==> src/hw/rtl/bsap_pkg.sv <==
// Shared types and constants for the BLE sensor advertisement parser.
// Transfer payload structs, op codes, register indexes and AD field constants.
// No dependencies.
package bsap_pkg;

  typedef enum logic {
    OP_ADV_BYTE = 1'b0,
    OP_QUERY    = 1'b1
  } bsap_op_e;

  typedef enum logic [1:0] {
    REG_TARGET_ADDRESS = 2'd0,
    REG_ADDRESS_ENABLE = 2'd1,
    REG_STALE_MS       = 2'd2
  } bsap_reg_e;

  localparam int unsigned AddrWidth  = 48;
  localparam int unsigned TimeWidth  = 64;
  localparam int unsigned StaleWidth = 32;
  localparam int unsigned CfgWidth   = 48;

  localparam logic [StaleWidth-1:0] StaleMsReset = 32'd300000;

  localparam logic [7:0] AdTypeService = 8'h16;
  localparam logic [7:0] UuidLow       = 8'h3D;
  localparam logic [7:0] UuidHigh      = 8'hFD;
  localparam logic [7:0] UuidHdr       = 8'd3;
  localparam logic [7:0] MinFieldLen   = 8'd9;  // UUID header plus six payload bytes

  typedef struct packed {
    bsap_op_e               op;
    logic                   first_byte;
    logic                   last_byte;
    logic [7:0]             data_byte;
    logic [AddrWidth-1:0]   sender_address;
    logic [TimeWidth-1:0]   time_ms;
  } bsap_in_t;

  typedef struct packed {
    logic                   reading_valid;
    logic signed [11:0]     temperature_tenths;
    logic [6:0]             humidity;
    logic [TimeWidth-1:0]   last_seen_ms;
  } bsap_out_t;

  typedef struct packed {
    logic                   valid;
    logic signed [11:0]     temperature;
    logic [6:0]             humidity;
    logic [TimeWidth-1:0]   last_seen;
  } bsap_reading_t;

endpackage

==> src/hw/rtl/ble_sensor_advert_parser.sv <==
// BLE sensor advertisement parser, top level.
// Path: a query waits in the input register, then is loaded into the result register once the slot is free.
// Throughput: one item per cycle while no query waits for the result slot; set by the walk state update.
// Stalls: a byte waits only in the input register; a query also waits for the result slot.
// Reset: walk state and stored reading cleared, registers to their reset values.
// Instantiates bsap_walker and bsap_result; depends on bsap_pkg.
module ble_sensor_advert_parser (
  input  logic                                  clk_i,
  input  logic                                  rst_ni,
  input  logic                                  cfg_we_i,
  input  logic [1:0]                            cfg_index_i,
  input  logic [bsap_pkg::CfgWidth-1:0]         cfg_data_i,
  input  logic                                  in_valid_i,
  output logic                                  in_ready_o,
  input  bsap_pkg::bsap_in_t                    in_data_i,
  output logic                                  out_valid_o,
  input  logic                                  out_ready_i,
  output bsap_pkg::bsap_out_t                   out_data_o
);
  import bsap_pkg::*;

  logic [AddrWidth-1:0]  target_address_q;
  logic                  address_enable_q;
  logic [StaleWidth-1:0] stale_ms_q;

  logic                  in_valid_q, in_valid_d;
  bsap_in_t              in_q;
  logic                  advance;
  logic                  slot_free;
  logic                  in_xfer;
  bsap_reading_t         reading;

  always_ff @(posedge clk_i or negedge rst_ni) begin
    if (!rst_ni) begin
      target_address_q <= '0;
      address_enable_q <= 1'b0;
      stale_ms_q       <= StaleMsReset;
    end else if (cfg_we_i) begin
      unique case (cfg_index_i)
        REG_TARGET_ADDRESS: target_address_q <= cfg_data_i[AddrWidth-1:0];
        REG_ADDRESS_ENABLE: address_enable_q <= cfg_data_i[0];
        REG_STALE_MS:       stale_ms_q       <= cfg_data_i[StaleWidth-1:0];
        default: begin
        end
      endcase
    end
  end

  assign advance    = in_valid_q && (in_q.op == OP_ADV_BYTE || slot_free);
  assign in_ready_o = !in_valid_q || advance;
  assign in_xfer    = in_valid_i && in_ready_o;

  always_comb begin
    in_valid_d = in_valid_q;
    if (in_xfer) begin
      in_valid_d = 1'b1;
    end else if (advance) begin
      in_valid_d = 1'b0;
    end
  end

  always_ff @(posedge clk_i or negedge rst_ni) begin
    if (!rst_ni) begin
      in_valid_q <= 1'b0;
    end else begin
      in_valid_q <= in_valid_d;
    end
  end

  always_ff @(posedge clk_i) begin
    if (in_xfer) begin
      in_q <= in_data_i;
    end
  end

  bsap_walker u_walker (
    .clk_i            (clk_i),
    .rst_ni           (rst_ni),
    .step_en_i        (advance && in_q.op == OP_ADV_BYTE),
    .item_i           (in_q),
    .target_address_i (target_address_q),
    .address_enable_i (address_enable_q),
    .reading_o        (reading)
  );

  bsap_result u_result (
    .clk_i       (clk_i),
    .rst_ni      (rst_ni),
    .load_i      (advance && in_q.op == OP_QUERY),
    .now_i       (in_q.time_ms),
    .reading_i   (reading),
    .stale_ms_i  (stale_ms_q),
    .slot_free_o (slot_free),
    .out_valid_o (out_valid_o),
    .out_ready_i (out_ready_i),
    .out_data_o  (out_data_o)
  );

  assert property (@(posedge clk_i) disable iff (!rst_ni)
    $rose(out_valid_o) |-> $past(in_valid_q && in_q.op == OP_QUERY))
    else $error("result without a query");

  assert property (@(posedge clk_i) disable iff (!rst_ni)
    in_valid_q && !advance |=> in_valid_q && $stable(in_q))
    else $error("held item lost while stalled");

endmodule

==> src/hw/rtl/bsap_walker.sv <==
// Length-type field walker and stored sensor reading.
// Consumes one advertisement byte per step; depends on bsap_pkg.
module bsap_walker (
  input  logic                                  clk_i,
  input  logic                                  rst_ni,
  input  logic                                  step_en_i,
  input  bsap_pkg::bsap_in_t                    item_i,
  input  logic [bsap_pkg::AddrWidth-1:0]        target_address_i,
  input  logic                                  address_enable_i,
  output bsap_pkg::bsap_reading_t               reading_o
);
  import bsap_pkg::*;

  typedef enum logic [1:0] {
    PH_LEN,
    PH_TYPE,
    PH_BODY,
    PH_DONE
  } phase_e;

  localparam logic [7:0] PosUuidLow  = 8'd2;
  localparam logic [7:0] PosUuidHigh = 8'd3;
  localparam logic [7:0] PosTenths   = 8'd7;
  localparam logic [7:0] PosInteger  = 8'd8;
  localparam logic [7:0] PosHumidity = 8'd9;

  phase_e               phase_q, phase_d;
  logic [7:0]           left_q, left_d;
  logic [7:0]           len_q, len_d;
  logic                 cand_q, cand_d;
  logic [7:0]           pos_q, pos_d;
  logic [7:0]           tenths_q, tenths_d;
  logic [7:0]           integer_q, integer_d;
  logic [7:0]           humid_q, humid_d;
  logic                 accepted_q, accepted_d;
  logic [TimeWidth-1:0] ts_q, ts_d;
  bsap_reading_t        reading_q, reading_d;

  function automatic logic signed [11:0] to_tenths(input logic [7:0] int_b,
                                                   input logic [7:0] tenths_b);
    logic [10:0] mag;
    mag = {4'd0, int_b[6:0]} * 11'd10 + {7'd0, tenths_b[3:0]};
    if (int_b[7] || mag == 11'd0) begin
      return $signed({1'b0, mag});
    end
    return $signed(12'd0 - {1'b0, mag});
  endfunction

  always_comb begin
    phase_d    = phase_q;
    left_d     = left_q;
    len_d      = len_q;
    cand_d     = cand_q;
    pos_d      = pos_q;
    tenths_d   = tenths_q;
    integer_d  = integer_q;
    humid_d    = humid_q;
    accepted_d = accepted_q;
    ts_d       = ts_q;
    reading_d  = reading_q;
    if (step_en_i) begin
      if (item_i.first_byte) begin
        accepted_d = address_enable_i && (item_i.sender_address == target_address_i);
        ts_d       = item_i.time_ms;
        phase_d    = PH_LEN;
        left_d     = 8'd0;
        len_d      = 8'd0;
        cand_d     = 1'b0;
        pos_d      = 8'd0;
      end
      if (accepted_d) begin
        unique case (phase_d)
          PH_LEN: begin
            if (item_i.data_byte == 8'd0) begin
              phase_d = PH_DONE;
            end else begin
              len_d   = item_i.data_byte;
              left_d  = item_i.data_byte;
              phase_d = PH_TYPE;
            end
          end
          PH_TYPE: begin
            cand_d  = (item_i.data_byte == AdTypeService) && (len_d >= UuidHdr);
            pos_d   = PosUuidLow;
            left_d  = left_d - 8'd1;
            phase_d = PH_BODY;
          end
          PH_BODY: begin
            if (pos_d == PosUuidLow && item_i.data_byte != UuidLow) cand_d = 1'b0;
            if (pos_d == PosUuidHigh && item_i.data_byte != UuidHigh) cand_d = 1'b0;
            if (pos_d == PosTenths) tenths_d = item_i.data_byte;
            if (pos_d == PosInteger) integer_d = item_i.data_byte;
            if (pos_d == PosHumidity) humid_d = item_i.data_byte;
            pos_d  = pos_d + 8'd1;
            left_d = left_d - 8'd1;
          end
          PH_DONE: begin
          end
        endcase
        // field end: decide on candidate, else walk on to the next length byte
        if ((phase_q == PH_TYPE || phase_q == PH_BODY || item_i.first_byte == 1'b0)
            && phase_d == PH_BODY && left_d == 8'd0) begin
          if (cand_d) begin
            if (len_d >= MinFieldLen) begin
              reading_d.valid       = 1'b1;
              reading_d.temperature = to_tenths(integer_d, tenths_d);
              reading_d.humidity    = humid_d[6:0];
              reading_d.last_seen   = ts_d;
            end
            phase_d = PH_DONE;
          end else begin
            phase_d = PH_LEN;
          end
        end
      end
      if (item_i.last_byte) begin
        accepted_d = 1'b0;
        phase_d    = PH_LEN;
      end
    end
  end

  always_ff @(posedge clk_i or negedge rst_ni) begin
    if (!rst_ni) begin
      phase_q    <= PH_LEN;
      left_q     <= '0;
      len_q      <= '0;
      cand_q     <= 1'b0;
      pos_q      <= '0;
      tenths_q   <= '0;
      integer_q  <= '0;
      humid_q    <= '0;
      accepted_q <= 1'b0;
      ts_q       <= '0;
      reading_q  <= '0;
    end else begin
      phase_q    <= phase_d;
      left_q     <= left_d;
      len_q      <= len_d;
      cand_q     <= cand_d;
      pos_q      <= pos_d;
      tenths_q   <= tenths_d;
      integer_q  <= integer_d;
      humid_q    <= humid_d;
      accepted_q <= accepted_d;
      ts_q       <= ts_d;
      reading_q  <= reading_d;
    end
  end

  assign reading_o = reading_q;

  assert property (@(posedge clk_i) disable iff (!rst_ni)
    reading_q.valid |=> reading_q.valid)
    else $error("stored reading lost its valid flag");

  assert property (@(posedge clk_i) disable iff (!rst_ni)
    !accepted_q |-> phase_q == PH_LEN)
    else $error("walk active outside an accepted advert");

  assert property (@(posedge clk_i) disable iff (!rst_ni)
    !step_en_i |=> $stable(reading_q) && $stable(phase_q))
    else $error("walk state changed without a byte");

endmodule

==> src/hw/rtl/bsap_result.sv <==
// Query result stage: freshness check and output register.
// Depends on bsap_pkg.
module bsap_result (
  input  logic                                  clk_i,
  input  logic                                  rst_ni,
  input  logic                                  load_i,
  input  logic [bsap_pkg::TimeWidth-1:0]        now_i,
  input  bsap_pkg::bsap_reading_t               reading_i,
  input  logic [bsap_pkg::StaleWidth-1:0]       stale_ms_i,
  output logic                                  slot_free_o,
  output logic                                  out_valid_o,
  input  logic                                  out_ready_i,
  output bsap_pkg::bsap_out_t                   out_data_o
);
  import bsap_pkg::*;

  logic                 out_valid_q, out_valid_d;
  bsap_out_t            out_q;
  logic [TimeWidth-1:0] age;
  logic                 fresh;

  assign age   = now_i - reading_i.last_seen;
  assign fresh = reading_i.valid
              && (age < {{(TimeWidth-StaleWidth){1'b0}}, stale_ms_i});

  assign slot_free_o = !out_valid_q || out_ready_i;

  always_comb begin
    out_valid_d = out_valid_q;
    if (load_i) begin
      out_valid_d = 1'b1;
    end else if (out_ready_i) begin
      out_valid_d = 1'b0;
    end
  end

  always_ff @(posedge clk_i or negedge rst_ni) begin
    if (!rst_ni) begin
      out_valid_q <= 1'b0;
    end else begin
      out_valid_q <= out_valid_d;
    end
  end

  always_ff @(posedge clk_i) begin
    if (load_i) begin
      out_q.reading_valid      <= fresh;
      out_q.temperature_tenths <= reading_i.temperature;
      out_q.humidity           <= reading_i.humidity;
      out_q.last_seen_ms       <= reading_i.last_seen;
    end
  end

  assign out_valid_o = out_valid_q;
  assign out_data_o  = out_q;

  assert property (@(posedge clk_i) disable iff (!rst_ni)
    load_i |-> slot_free_o)
    else $error("result loaded over an untaken transfer");

  assert property (@(posedge clk_i) disable iff (!rst_ni)
    out_valid_q && !out_ready_i && !load_i |=> out_valid_q && $stable(out_q))
    else $error("pending result dropped or changed");

endmodule

==> config.mk <==
export PLATFORM = sky130hd
export DESIGN_NAME = ble_sensor_advert_parser
export DESIGN_NICKNAME = d
export VERILOG_FILES = /design/src/hw/rtl/bsap_pkg.sv /design/src/hw/rtl/ble_sensor_advert_parser.sv /design/src/hw/rtl/bsap_walker.sv /design/src/hw/rtl/bsap_result.sv
export SDC_FILE = /design/constraint.sdc
export NUM_CORES = 1
export LEC_CHECK = 0
export BUFFER_PORTS_ARGS = -buffer_cell sky130_fd_sc_hd__buf_4
export CORE_MARGIN = 3
export CORE_UTILIZATION = 45
export DETAILED_ROUTE_END_ITERATION = 12
export GPL_ROUTABILITY_DRIVEN = 0
export PLACE_DENSITY = 0.66
export SLEW_MARGIN = 20
export SYNTH_ARGS = -nofsm -noshare
export SYNTH_HDL_FRONTEND = slang
export SYNTH_SLANG_ARGS = --single-unit
==> constraint.sdc <==
create_clock -name clk_i -period 5.85 [get_ports clk_i]
set_input_delay 0.2925 -clock clk_i [delete_from_list [all_inputs] [get_ports clk_i]]
set_output_delay 0.2925 -clock clk_i [all_outputs]
set_load 0.02 [all_outputs]
## Word level (Yosys, flattened, before mapping)

Cells that the tools add are included.

| operators by class | value |
|---|---|
| shift operators | 0 |
| mux-type cells | 61 |
| $add $sub $neg | 5 |
| $mul | 1 |
| div/mod/pow operators | 0 |
| eq/ne operators | 16 |
| magnitude comparators | 3 |
| reduce and logical (&&, ||, !) cells | 32 |
| bitwise logic cells | 2 |

Operator list:

| kind | number |
|---|---|
| $mux 8 | 20 |
| $lt 64x32->1 | 1 |
| $mux 64 | 1 |
| $sub 64x64->64 | 1 |
| $eq 48x48->1 | 1 |
| $pmux 8 s2 | 2 |
| $mux 12 | 2 |
| $mux 1 | 19 |
| $mux 2 | 9 |
| $eq 8x2->1 const B | 2 |
| $eq 8x4->1 const B | 2 |
| $logic_not 8->1 | 2 |
| $mux 4 | 4 |
| $mux 7 | 2 |
| $sub 1x11->12 const A | 1 |
| $add 11x4->11 | 1 |
| $logic_and 1x1->1 | 11 |
| $logic_not 11->1 | 1 |
| $mul 7x3->10 const B | 1 |
| $add 8x1->8 const B | 1 |
| $eq 2x2->1 const B | 4 |
| $eq 8x3->1 const B | 1 |
| $eq 8x5->1 const B | 1 |
| $ge 8x2->1 const B | 1 |
| 15 further kinds | 29 |

| storage, ports and cells | value |
|---|---|
| bits in latches | 0 |
| memories | 0 |
| bits of input ports | 178 |
| flip-flop bits (word level) | 485 |
| bits in read-only memories | 0 |
| memory bits (writable) | 0 |

## Depth between registers and ports, before layout

| logic depth | value |
|---|---|
| word-level depth | 22 |
| depth in mapped cells | 27 |
| mapped depth without buffers | 27 |

## Cells and area by module

Synthesis repeated with hierarchy kept, for this count alone.

| second synthesis, totals | value |
|---|---|
| cells, all modules | 2088 |
| area, all modules | 25436.9 um^2 |

By module, submodules not included:

| module | cells an instance | area an instance (um^2) | sequential area each (um^2) | instances |
|---|---|---|---|---|
| bsap_walker | 901 | 10976.8 | 4879.7 | 1 |
| bsap_result | 885 | 7669.9 | 2547.4 | 1 |
| ble_sensor_advert_parser | 302 | 6790.3 | 5755.5 | 1 |

## Least setup slack after synthesis

OpenSTA, ideal clock, no wires.

| timing path | value |
|---|---|
| path type | register -> register |
| start | register in_q[121] in the netlist's numbering |
| end | register u_walker.reading_q (netlist bit u_walker.reading_o[72]) |
| library setup time | 0.125 ns |
| cell stages (with the launch flop) | 26 |
| slack | 0.410 ns |
| arrival time | 5.315 ns |
| path through | edfxtp_1 -> buf_2 -> clkinv_1 -> clkbuf_1 -> nand2_1 -> inv_1 -> ha_1 -> nor2b_1 -> o2111ai_2 -> buf_4 -> mux2i_1 -> inv_1 -> ha_1 -> ha_1 -> fa_1 -> a21o_1 -> a21oi_1 -> xnor2_1 -> nand3_1 -> xnor2_2 -> xor2_1 -> nor3_1 -> a21o_1 -> buf_6 -> mux2_1 -> mux2_2 |

| on the way | value |
|---|---|
| word-level cells in the longest chain between the ends | 18 |
| elaborated cells on any way between the ends | 69 |
| classes of those cells | 3 x add/sub; 1 x mul; 2 x order compare; 7 x eq/ne; 43 x mux; 1 x bitwise; 12 x reduce/logical |

Ends and longest elaborated chain:

| element | RTL line | text |
|---|---|---|
| start: declaration | ble_sensor_advert_parser.sv:27 | `bsap_in_t in_q;` |
| start signal: assignment | ble_sensor_advert_parser.sv:72 | `in_q <= in_data_i;` |
| $mux 8 | bsap_walker.sv:62 | `if (item_i.first_byte) begin` |
| $mux 8 | bsap_walker.sv:61 | `if (step_en_i) begin` |
| $eq 8x4->1 | bsap_walker.sv:92 | `if (pos_d == PosInteger) integer_d = item_i.data_byte;` |
| $mux 8 | bsap_walker.sv:92 |  |
| $mux 8 | bsap_walker.sv:72 | `unique case (phase_d)` |
| $mux 8 | bsap_walker.sv:71 | `if (accepted_d) begin` |
| $mux 8 | bsap_walker.sv:61 |  |
| $mul 7x3->10 | bsap_walker.sv:42 | `mag = {4'd0, int_b[6:0]} * 11'd10 + {7'd0, tenths_b[3:0]};` |
| [2 not listed] | n/a |  |
| $logic_or 1x1->1 | bsap_walker.sv:43 | `if (int_b[7] \|\| mag == 11'd0) begin` |
| $mux 1 | bsap_walker.sv:43 |  |
| $mux 1 | bsap_walker.sv:104 | `if (len_d >= MinFieldLen) begin` |
| $mux 1 | bsap_walker.sv:103 | `if (cand_d) begin` |
| $mux 1 | bsap_walker.sv:101 | `if ((phase_q == PH_TYPE \|\| phase_q == PH_BODY \|\| item_i.first_byte == 1'b0)` |
| $mux 1 | bsap_walker.sv:71 |  |
| $mux 1 | bsap_walker.sv:61 |  |
| $mux 12 | bsap_walker.sv:46 | `return $signed(12'd0 - {1'b0, mag});` |
| end signal: assignment | bsap_walker.sv:147 | `reading_q <= reading_d;` |
| end: declaration | bsap_walker.sv:37 | `bsap_reading_t reading_q, reading_d;` |

Parallel ways exist; a longest one is shown, timed or not. The select of a mux whose other input is x is not followed.
A chain may end at the register's enable or synchronous reset.

## Final worst setup path

| timing path | value |
|---|---|
| start | register in_q[7] in the netlist's numbering |
| end | register u_result.out_q (netlist bit u_result.out_data_o[83]) (data pin) |

| on the way | value |
|---|---|
| word-level cells in the longest chain between the ends | 3 |

Ends and longest elaborated chain:

| element | RTL line | text |
|---|---|---|
| $sub 64x64->64 | bsap_result.sv:22 | `assign age = now_i - reading_i.last_seen;` |
| $lt 64x32->1 | bsap_result.sv:24 | `&& (age < {{(TimeWidth-StaleWidth){1'b0}}, stale_ms_i});` |
| $logic_and 1x1->1 | bsap_result.sv:24 |  |
| via u_result.fresh | bsap_result.sv:20 | `logic fresh;` |
| end: declaration | bsap_result.sv:18 | `bsap_out_t out_q;` |

The timed path passes the listed nets, and every way through them passes these cells.

==> report_table.html <==
<table>
<tr><th>Metric</th><th>Value</th></tr>
<tr><th colspan="2">Run status</th></tr>
<tr><td>Result of the run</td><td>complete, no violations</td></tr>
<tr><th colspan="2">Timing</th></tr>
<tr><td>Setup skew after layout</td><td>29.3 ps</td></tr>
<tr><td>Setup violators final</td><td>0</td></tr>
<tr><td>Period utilisation layout</td><td>approximately 95%</td></tr>
<tr><td>Rel. slew slack</td><td>between 30% and 40%</td></tr>
<tr><td>Final hold viol count</td><td>0</td></tr>
<tr><td>Slew Viols, Final</td><td>0</td></tr>
<tr><td>Slew @ Worst Pin</td><td>slightly above 1000 ps</td></tr>
<tr><td>Final critical path time including I/O delays and setup</td><td>5580 ps</td></tr>
<tr><td>Maximum clock rate</td><td>179 MHz</td></tr>
<tr><td>Hold Worst Slack</td><td>around 40 ps</td></tr>
<tr><th colspan="2">Setup path</th></tr>
<tr><td>Cell Chain, Critical Path</td><td>ha_2 -&gt; nand4_1 -&gt; or3_1 -&gt; a211o_1 -&gt; nand2_2 -&gt; a21boi_2 -&gt; o21bai_1 -&gt; a21oi_2 -&gt; o21a_1 -&gt; nor2_1 -&gt; nor2_1 -&gt; xnor2_1 -&gt; ha_1 -&gt; a21oi_1 -&gt; o21a_1 -&gt; o2bb2ai_1 -&gt; or4_1 -&gt; nor4_2 -&gt; o2111ai_1 -&gt; a2111oi_2 -&gt; o2111ai_1 -&gt; a2111oi_2 -&gt; nand4_1 -&gt; nor4_2</td></tr>
<tr><td>WP depth</td><td>24</td></tr>
<tr><td>Critical path startpoint category</td><td>register</td></tr>
<tr><td>CP max-delay cell</td><td>sky130_fd_sc_hd__or4_1</td></tr>
<tr><td>Delay of the slowest cell on the worst path</td><td>between 500 and 600 ps</td></tr>
<tr><td>Critical-path maximum fanout</td><td>7</td></tr>
<tr><td>Setup crit end kind</td><td>register</td></tr>
<tr><td>Timing startpoint of the critical path</td><td>in_q[7]</td></tr>
<tr><td>Number of cells on the worst reg-to-reg path</td><td>24</td></tr>
<tr><td>Number of buffer and inverter instances along the worst setup path</td><td>0</td></tr>
<tr><td>R2R Path End</td><td>u_result.out_data_o[83]</td></tr>
<tr><td>CP arrival</td><td>between 6000 and 7000 ps</td></tr>
<tr><td>Worst Setup Path Type</td><td>register to register</td></tr>
<tr><td>Launch point of the worst reg-to-reg path</td><td>in_q[7]</td></tr>
<tr><td>Capturing instance or port of the critical path</td><td>u_result.out_data_o[83]</td></tr>
<tr><td>Required arrival time at the worst endpoint</td><td>~6300 ps</td></tr>
<tr><td>Flop-to-flop setup slack</td><td>270 ps</td></tr>
<tr><td>Worst path top cell family by delay</td><td>simple AND/OR/NAND/NOR gates</td></tr>
<tr><th colspan="2">Power</th></tr>
<tr><td>Clock network fraction of design power</td><td>roughly two fifths</td></tr>
<tr><td>Combinational Power Share</td><td>between 10% and 20%</td></tr>
<tr><td>Sw Pwr</td><td>2.20 mW</td></tr>
<tr><td>Static Leak</td><td>13.1 nW</td></tr>
<tr><td>Design internal power</td><td>about 6.5 mW</td></tr>
<tr><td>P per Cell Area</td><td>about 280 nW/um^2</td></tr>
<tr><td>Worst supply voltage drop on vdd</td><td>~0.00025 V</td></tr>
<tr><td>Reg power frac</td><td>a little under half</td></tr>
<tr><td>Switching Fraction</td><td>25.3%</td></tr>
<tr><td>Total power consumption of the routed design</td><td>~8.7 mW</td></tr>
<tr><th colspan="2">Yosys</th></tr>
<tr><td>Netlist Area Pre-Place</td><td>between 20000 and 25000 sq um</td></tr>
<tr><td>Adder and majority cell fraction of the synthesized area</td><td>6.14%</td></tr>
<tr><td>Seq/Total Area, Yosys</td><td>a little over half</td></tr>
<tr><td>Dominant combinational cell family by area after synthesis</td><td>multiplexers</td></tr>
<tr><td>Yosys warns</td><td>0</td></tr>
<tr><td>Post-synthesis share of cell area spent on and, or, nand and nor gates</td><td>under 10%</td></tr>
<tr><td>Mux contribution to synthesized area</td><td>14.4%</td></tr>
<tr><td>Most common flop cell mapped by yosys</td><td>sky130_fd_sc_hd__dfrtp_1</td></tr>
<tr><td>Syn Nets</td><td>2359</td></tr>
<tr><td>Number of enable-type register cells in the synthesized netlist</td><td>between 200 and 250</td></tr>
<tr><td>Synthesized flop and latch total</td><td>a little under 500</td></tr>
<tr><td>Distinct cell type count of the synthesized netlist</td><td>82</td></tr>
<tr><td>Syn Area/Cell</td><td>about 12 sq um</td></tr>
<tr><td>Post-Synthesis Cells</td><td>just over 2000</td></tr>
<tr><td>Async set-or-reset flop fraction in the synthesized netlist</td><td>a little under three fifths</td></tr>
<tr><td>Fraction of the mapped netlist area in compound gates</td><td>about a tenth</td></tr>
<tr><td>XOR/XNOR share of the synthesized area</td><td>under 10%</td></tr>
<tr><th colspan="2">Global routing</th></tr>
<tr><td>Pin count of the biggest net entering global routing</td><td>146</td></tr>
<tr><td>Final global-route overflow total</td><td>0</td></tr>
<tr><td>Wire length of the first global-routing pass</td><td>just over 100000 um</td></tr>
<tr><td>Number of antenna violations at the first check in global routing</td><td>1</td></tr>
<tr><td>All-layer global routing usage</td><td>between 20% and 30%</td></tr>
<tr><td>Number of global-route vias before repair</td><td>around 18000</td></tr>
<tr><th colspan="2">Final layout</th></tr>
<tr><td>Layout cell share with drive strength beyond 1</td><td>between 20% and 30%</td></tr>
<tr><td>Final Instance Area</td><td>between 30000 and 40000 sq um</td></tr>
<tr><td>Syn-to-layout area delta</td><td>25.6%</td></tr>
<tr><td>Total number of nets in the final design</td><td>roughly 2800</td></tr>
<tr><td>Final design utilization</td><td>a little under three fifths</td></tr>
<tr><th colspan="2">Floorplan</th></tr>
<tr><td>Placeable core area</td><td>between 50000 and 60000 sq um</td></tr>
<tr><td>Y dimension of the die</td><td>~240 um</td></tr>
<tr><td>Floorplan die area</td><td>57600 sq um</td></tr>
<tr><td>Number of top-level design ports</td><td>approximately 260</td></tr>
<tr><td>Starting density of the core</td><td>~46%</td></tr>
<tr><td>Rows</td><td>between 80 and 90</td></tr>
<tr><td>Width of the die</td><td>roughly 240 um</td></tr>
<tr><th colspan="2">Drt</th></tr>
<tr><td>1st-pass router iterations</td><td>7</td></tr>
<tr><td>Routed wire per std cell</td><td>around 20 um</td></tr>
<tr><td>Remaining number of nets flagged by the antenna check after routing</td><td>0</td></tr>
<tr><td>Vias per cell</td><td>5.58</td></tr>
<tr><td>Routed wire length</td><td>between 60000 and 70000 um</td></tr>
<tr><td>DR vias</td><td>~18000</td></tr>
<tr><td>DR DRC count</td><td>0</td></tr>
<tr><td>Starting DRC count in detailed routing</td><td>~1200</td></tr>
<tr><th colspan="2">Clock network</th></tr>
<tr><td>CTS sink count</td><td>just under 500</td></tr>
<tr><td>Clock-pin slew on the worst setup and hold paths</td><td>70 ps</td></tr>
<tr><td>Clock insertion delay at the later pin of the skew report</td><td>610 ps</td></tr>
<tr><td>Clock tree from TritonCTS</td><td>done</td></tr>
<tr><td>Clock root buffer</td><td>sky130_fd_sc_hd__clkbuf_16</td></tr>
<tr><td>Deepest clock path buffer count</td><td>3</td></tr>
<tr><td>Level count of the clock H-tree</td><td>2</td></tr>
<tr><td>Clock buffer count from CTS</td><td>52</td></tr>
<tr><th colspan="2">Placed design</th></tr>
<tr><td>HPWL reported at the end of detailed placement</td><td>between 40000 and 50000 um</td></tr>
<tr><td>Dpl cell area</td><td>between 20000 and 30000 sq um</td></tr>
<tr><td>Count of port buffers added during placement</td><td>roughly 260</td></tr>
<tr><th colspan="2">Min path</th></tr>
<tr><td>Path category of the worst min-delay check</td><td>input pin to register</td></tr>
<tr><th colspan="2">Flow run</th></tr>
<tr><td>Max-capacitance violation count</td><td>0</td></tr>
</table>
## state kept, by name (all words and copies together) (netlist names)
register,flops
in_q,123
u_result.out_data_o,84
u_walker.reading_o,84
u_walker.ts_q,64
target_address_q,48
stale_ms_q,32
u_walker.integer_q,8
u_walker.left_q,8
u_walker.len_q,8
u_walker.pos_q,8
u_walker.humid_q,7
u_walker.tenths_q,4
u_walker.phase_q,2
address_enable_q,1
in_valid_q,1
u_result.out_valid_o,1
u_walker.accepted_q,1
u_walker.cand_q,1
## how the worst min path moves through the flow
stage / startpoint / endpoint / slack, ps / depth (start not counted)
2_1_floorplan: rst_ni / address_enable_q / -3 / 0
3_3_place_gp: rst_ni / u_walker.len_q[7] / 270 / 1
3_5_place_dp: rst_ni / u_walker.len_q[7] / 270 / 1
4_1_cts: out_ready_i / u_result.out_valid_o / 10 / 3
5_1_grt: out_ready_i / u_result.out_valid_o / 30 / 3
6_report: out_ready_i / u_result.out_valid_o / 40 / 3
## routing by layer
metal / global-route usage [%] / up-vias / wire length [um]
li1: - / 8403 / -
met1: 30.8 / 8895 / 28700
met2: 37.5 / 650 / 30700
met3: 3.37 / 128 / 3840
met4: 6.83 / 0 / 1960
met5: 0 / - / 0
## final cells by class
cell class              count  area (sq um)
multi-input cells        1364         10700
repair buffers            459          3900
diodes                      1          2.50
fillers                  4375         23100
inverters                 138           518
clock inverters            25           295
clock buffers              73          1480
flip-flops and latches    485         13200
well taps                 696           871
## per-stage QoR
| step | std cells | setup slack, ps | TNS, ps |
|---|---|---|---|
| floorplan | 2062 | 410 | 0 |
| global placement | 2966 | 153 | 0 |
| detailed placement | 2966 | -96.1 | -96.1 |
| CTS | 3237 | 32.0 | 0 |
| global route | 3241 | -69.8 | -69.8 |
| finish | 3241 | 275 | 0 |
## tightest hold or removal path, delay by kind of cell
kind / cells / cell delay, ps
AO/OA/AOI/OAI: 1 / 160
buffers and inverters: 1 / 80
AND/OR/NAND/NOR: 1 / 70
## logic make-up (layout without fill, tap and decap cells)
group           after synthesis  count (layout)
flops                       485             485
other cells                   0               1
mux                         328             328
fa+ha+maj                   119             119
simple gates                406             406
xor+xnor                    119             119
buf+inv                     213             695
compound gates              392             392
## what timing repair did
item | 4_1_cts | 5_1_grt
endpoints found under the hold margin | 267 | 0
buffers inserted | 0 | 3
setup endpoints to repair | 1 | 1
gates resized for setup | 3 | 17
hold buffers | 173 | 0
pin swaps | 0 | 9
## power groups by stage
stage / clock, mW / combinational, mW / sequential (mW)
after floorplan: 0 / 0.713 / 4.08
final: 3.37 / 1.27 / 4.03
after CTS: 3.46 / 1.25 / 4.03
after global routing: 3.59 / 1.39 / 4.06
after detailed placement: 0 / 1.15 / 4.10
after global placement: 0 / 1.12 / 4.08
## Yosys cell counts (10+ instances only)
cell type                     n  share of area [%]
sky130_fd_sc_hd__mux2i_1    133                5.4
sky130_fd_sc_hd__a22o_1      16               0.57
sky130_fd_sc_hd__nand4_1     39               0.99
sky130_fd_sc_hd__inv_1      137                2.1
sky130_fd_sc_hd__edfxtp_1   207                 25
sky130_fd_sc_hd__o2111ai_1   10               0.36
sky130_fd_sc_hd__nor4_1      19               0.48
sky130_fd_sc_hd__o31ai_1     11               0.34
sky130_fd_sc_hd__nand2_1    147                2.2
sky130_fd_sc_hd__a21oi_1    121                2.5
sky130_fd_sc_hd__nor2b_1     16               0.41
sky130_fd_sc_hd__xor2_1      51                1.8
sky130_fd_sc_hd__nor3_1      21               0.43
sky130_fd_sc_hd__nor2_1      76                1.2
sky130_fd_sc_hd__o21ai_1     10               0.20
sky130_fd_sc_hd__ha_1       116                5.9
sky130_fd_sc_hd__xnor2_1     67                2.4
sky130_fd_sc_hd__nand3_1     28               0.57
sky130_fd_sc_hd__dfrtp_1    270                 27
sky130_fd_sc_hd__nand2b_1    13               0.33
sky130_fd_sc_hd__a21o_1      35                1.1
sky130_fd_sc_hd__clkbuf_1    50               0.76
sky130_fd_sc_hd__o211ai_1    11               0.34
sky130_fd_sc_hd__mux2_2     190                8.7
sky130_fd_sc_hd__buf_2       10               0.20
sky130_fd_sc_hd__o21ai_0     87                1.8
## layout by cell type (no fill, tap or decap), types with 11 or more instances in the layout
cell                            netlist  layout
sky130_fd_sc_hd__nand4_1             39      39
sky130_fd_sc_hd__mux2i_1            133     133
sky130_fd_sc_hd__nor2_1              76      75
sky130_fd_sc_hd__clkbuf_1            50      11
sky130_fd_sc_hd__nor4_1              19      18
sky130_fd_sc_hd__dfrtp_1            270     270
sky130_fd_sc_hd__nor3_1              21      21
sky130_fd_sc_hd__xor2_1              51      51
sky130_fd_sc_hd__mux2_2             190     190
sky130_fd_sc_hd__xnor2_1             67      67
sky130_fd_sc_hd__o31ai_1             11      11
sky130_fd_sc_hd__clkbuf_16            0      52
sky130_fd_sc_hd__a21oi_1            121     118
sky130_fd_sc_hd__nand2_1            147     145
sky130_fd_sc_hd__nor2b_1             16      16
sky130_fd_sc_hd__dlygate4sd3_1        0     173
sky130_fd_sc_hd__o211ai_1            11      11
sky130_fd_sc_hd__a21o_1              35      35
sky130_fd_sc_hd__nand2b_1            13      13
sky130_fd_sc_hd__o21ai_0             87      87
sky130_fd_sc_hd__ha_1               116     112
sky130_fd_sc_hd__a22o_1              16      16
sky130_fd_sc_hd__edfxtp_1           207     207
sky130_fd_sc_hd__inv_1              137     137
sky130_fd_sc_hd__buf_4                7     284
sky130_fd_sc_hd__nand3_1             28      28
Note: power is estimated with default switching activity, not from simulation.
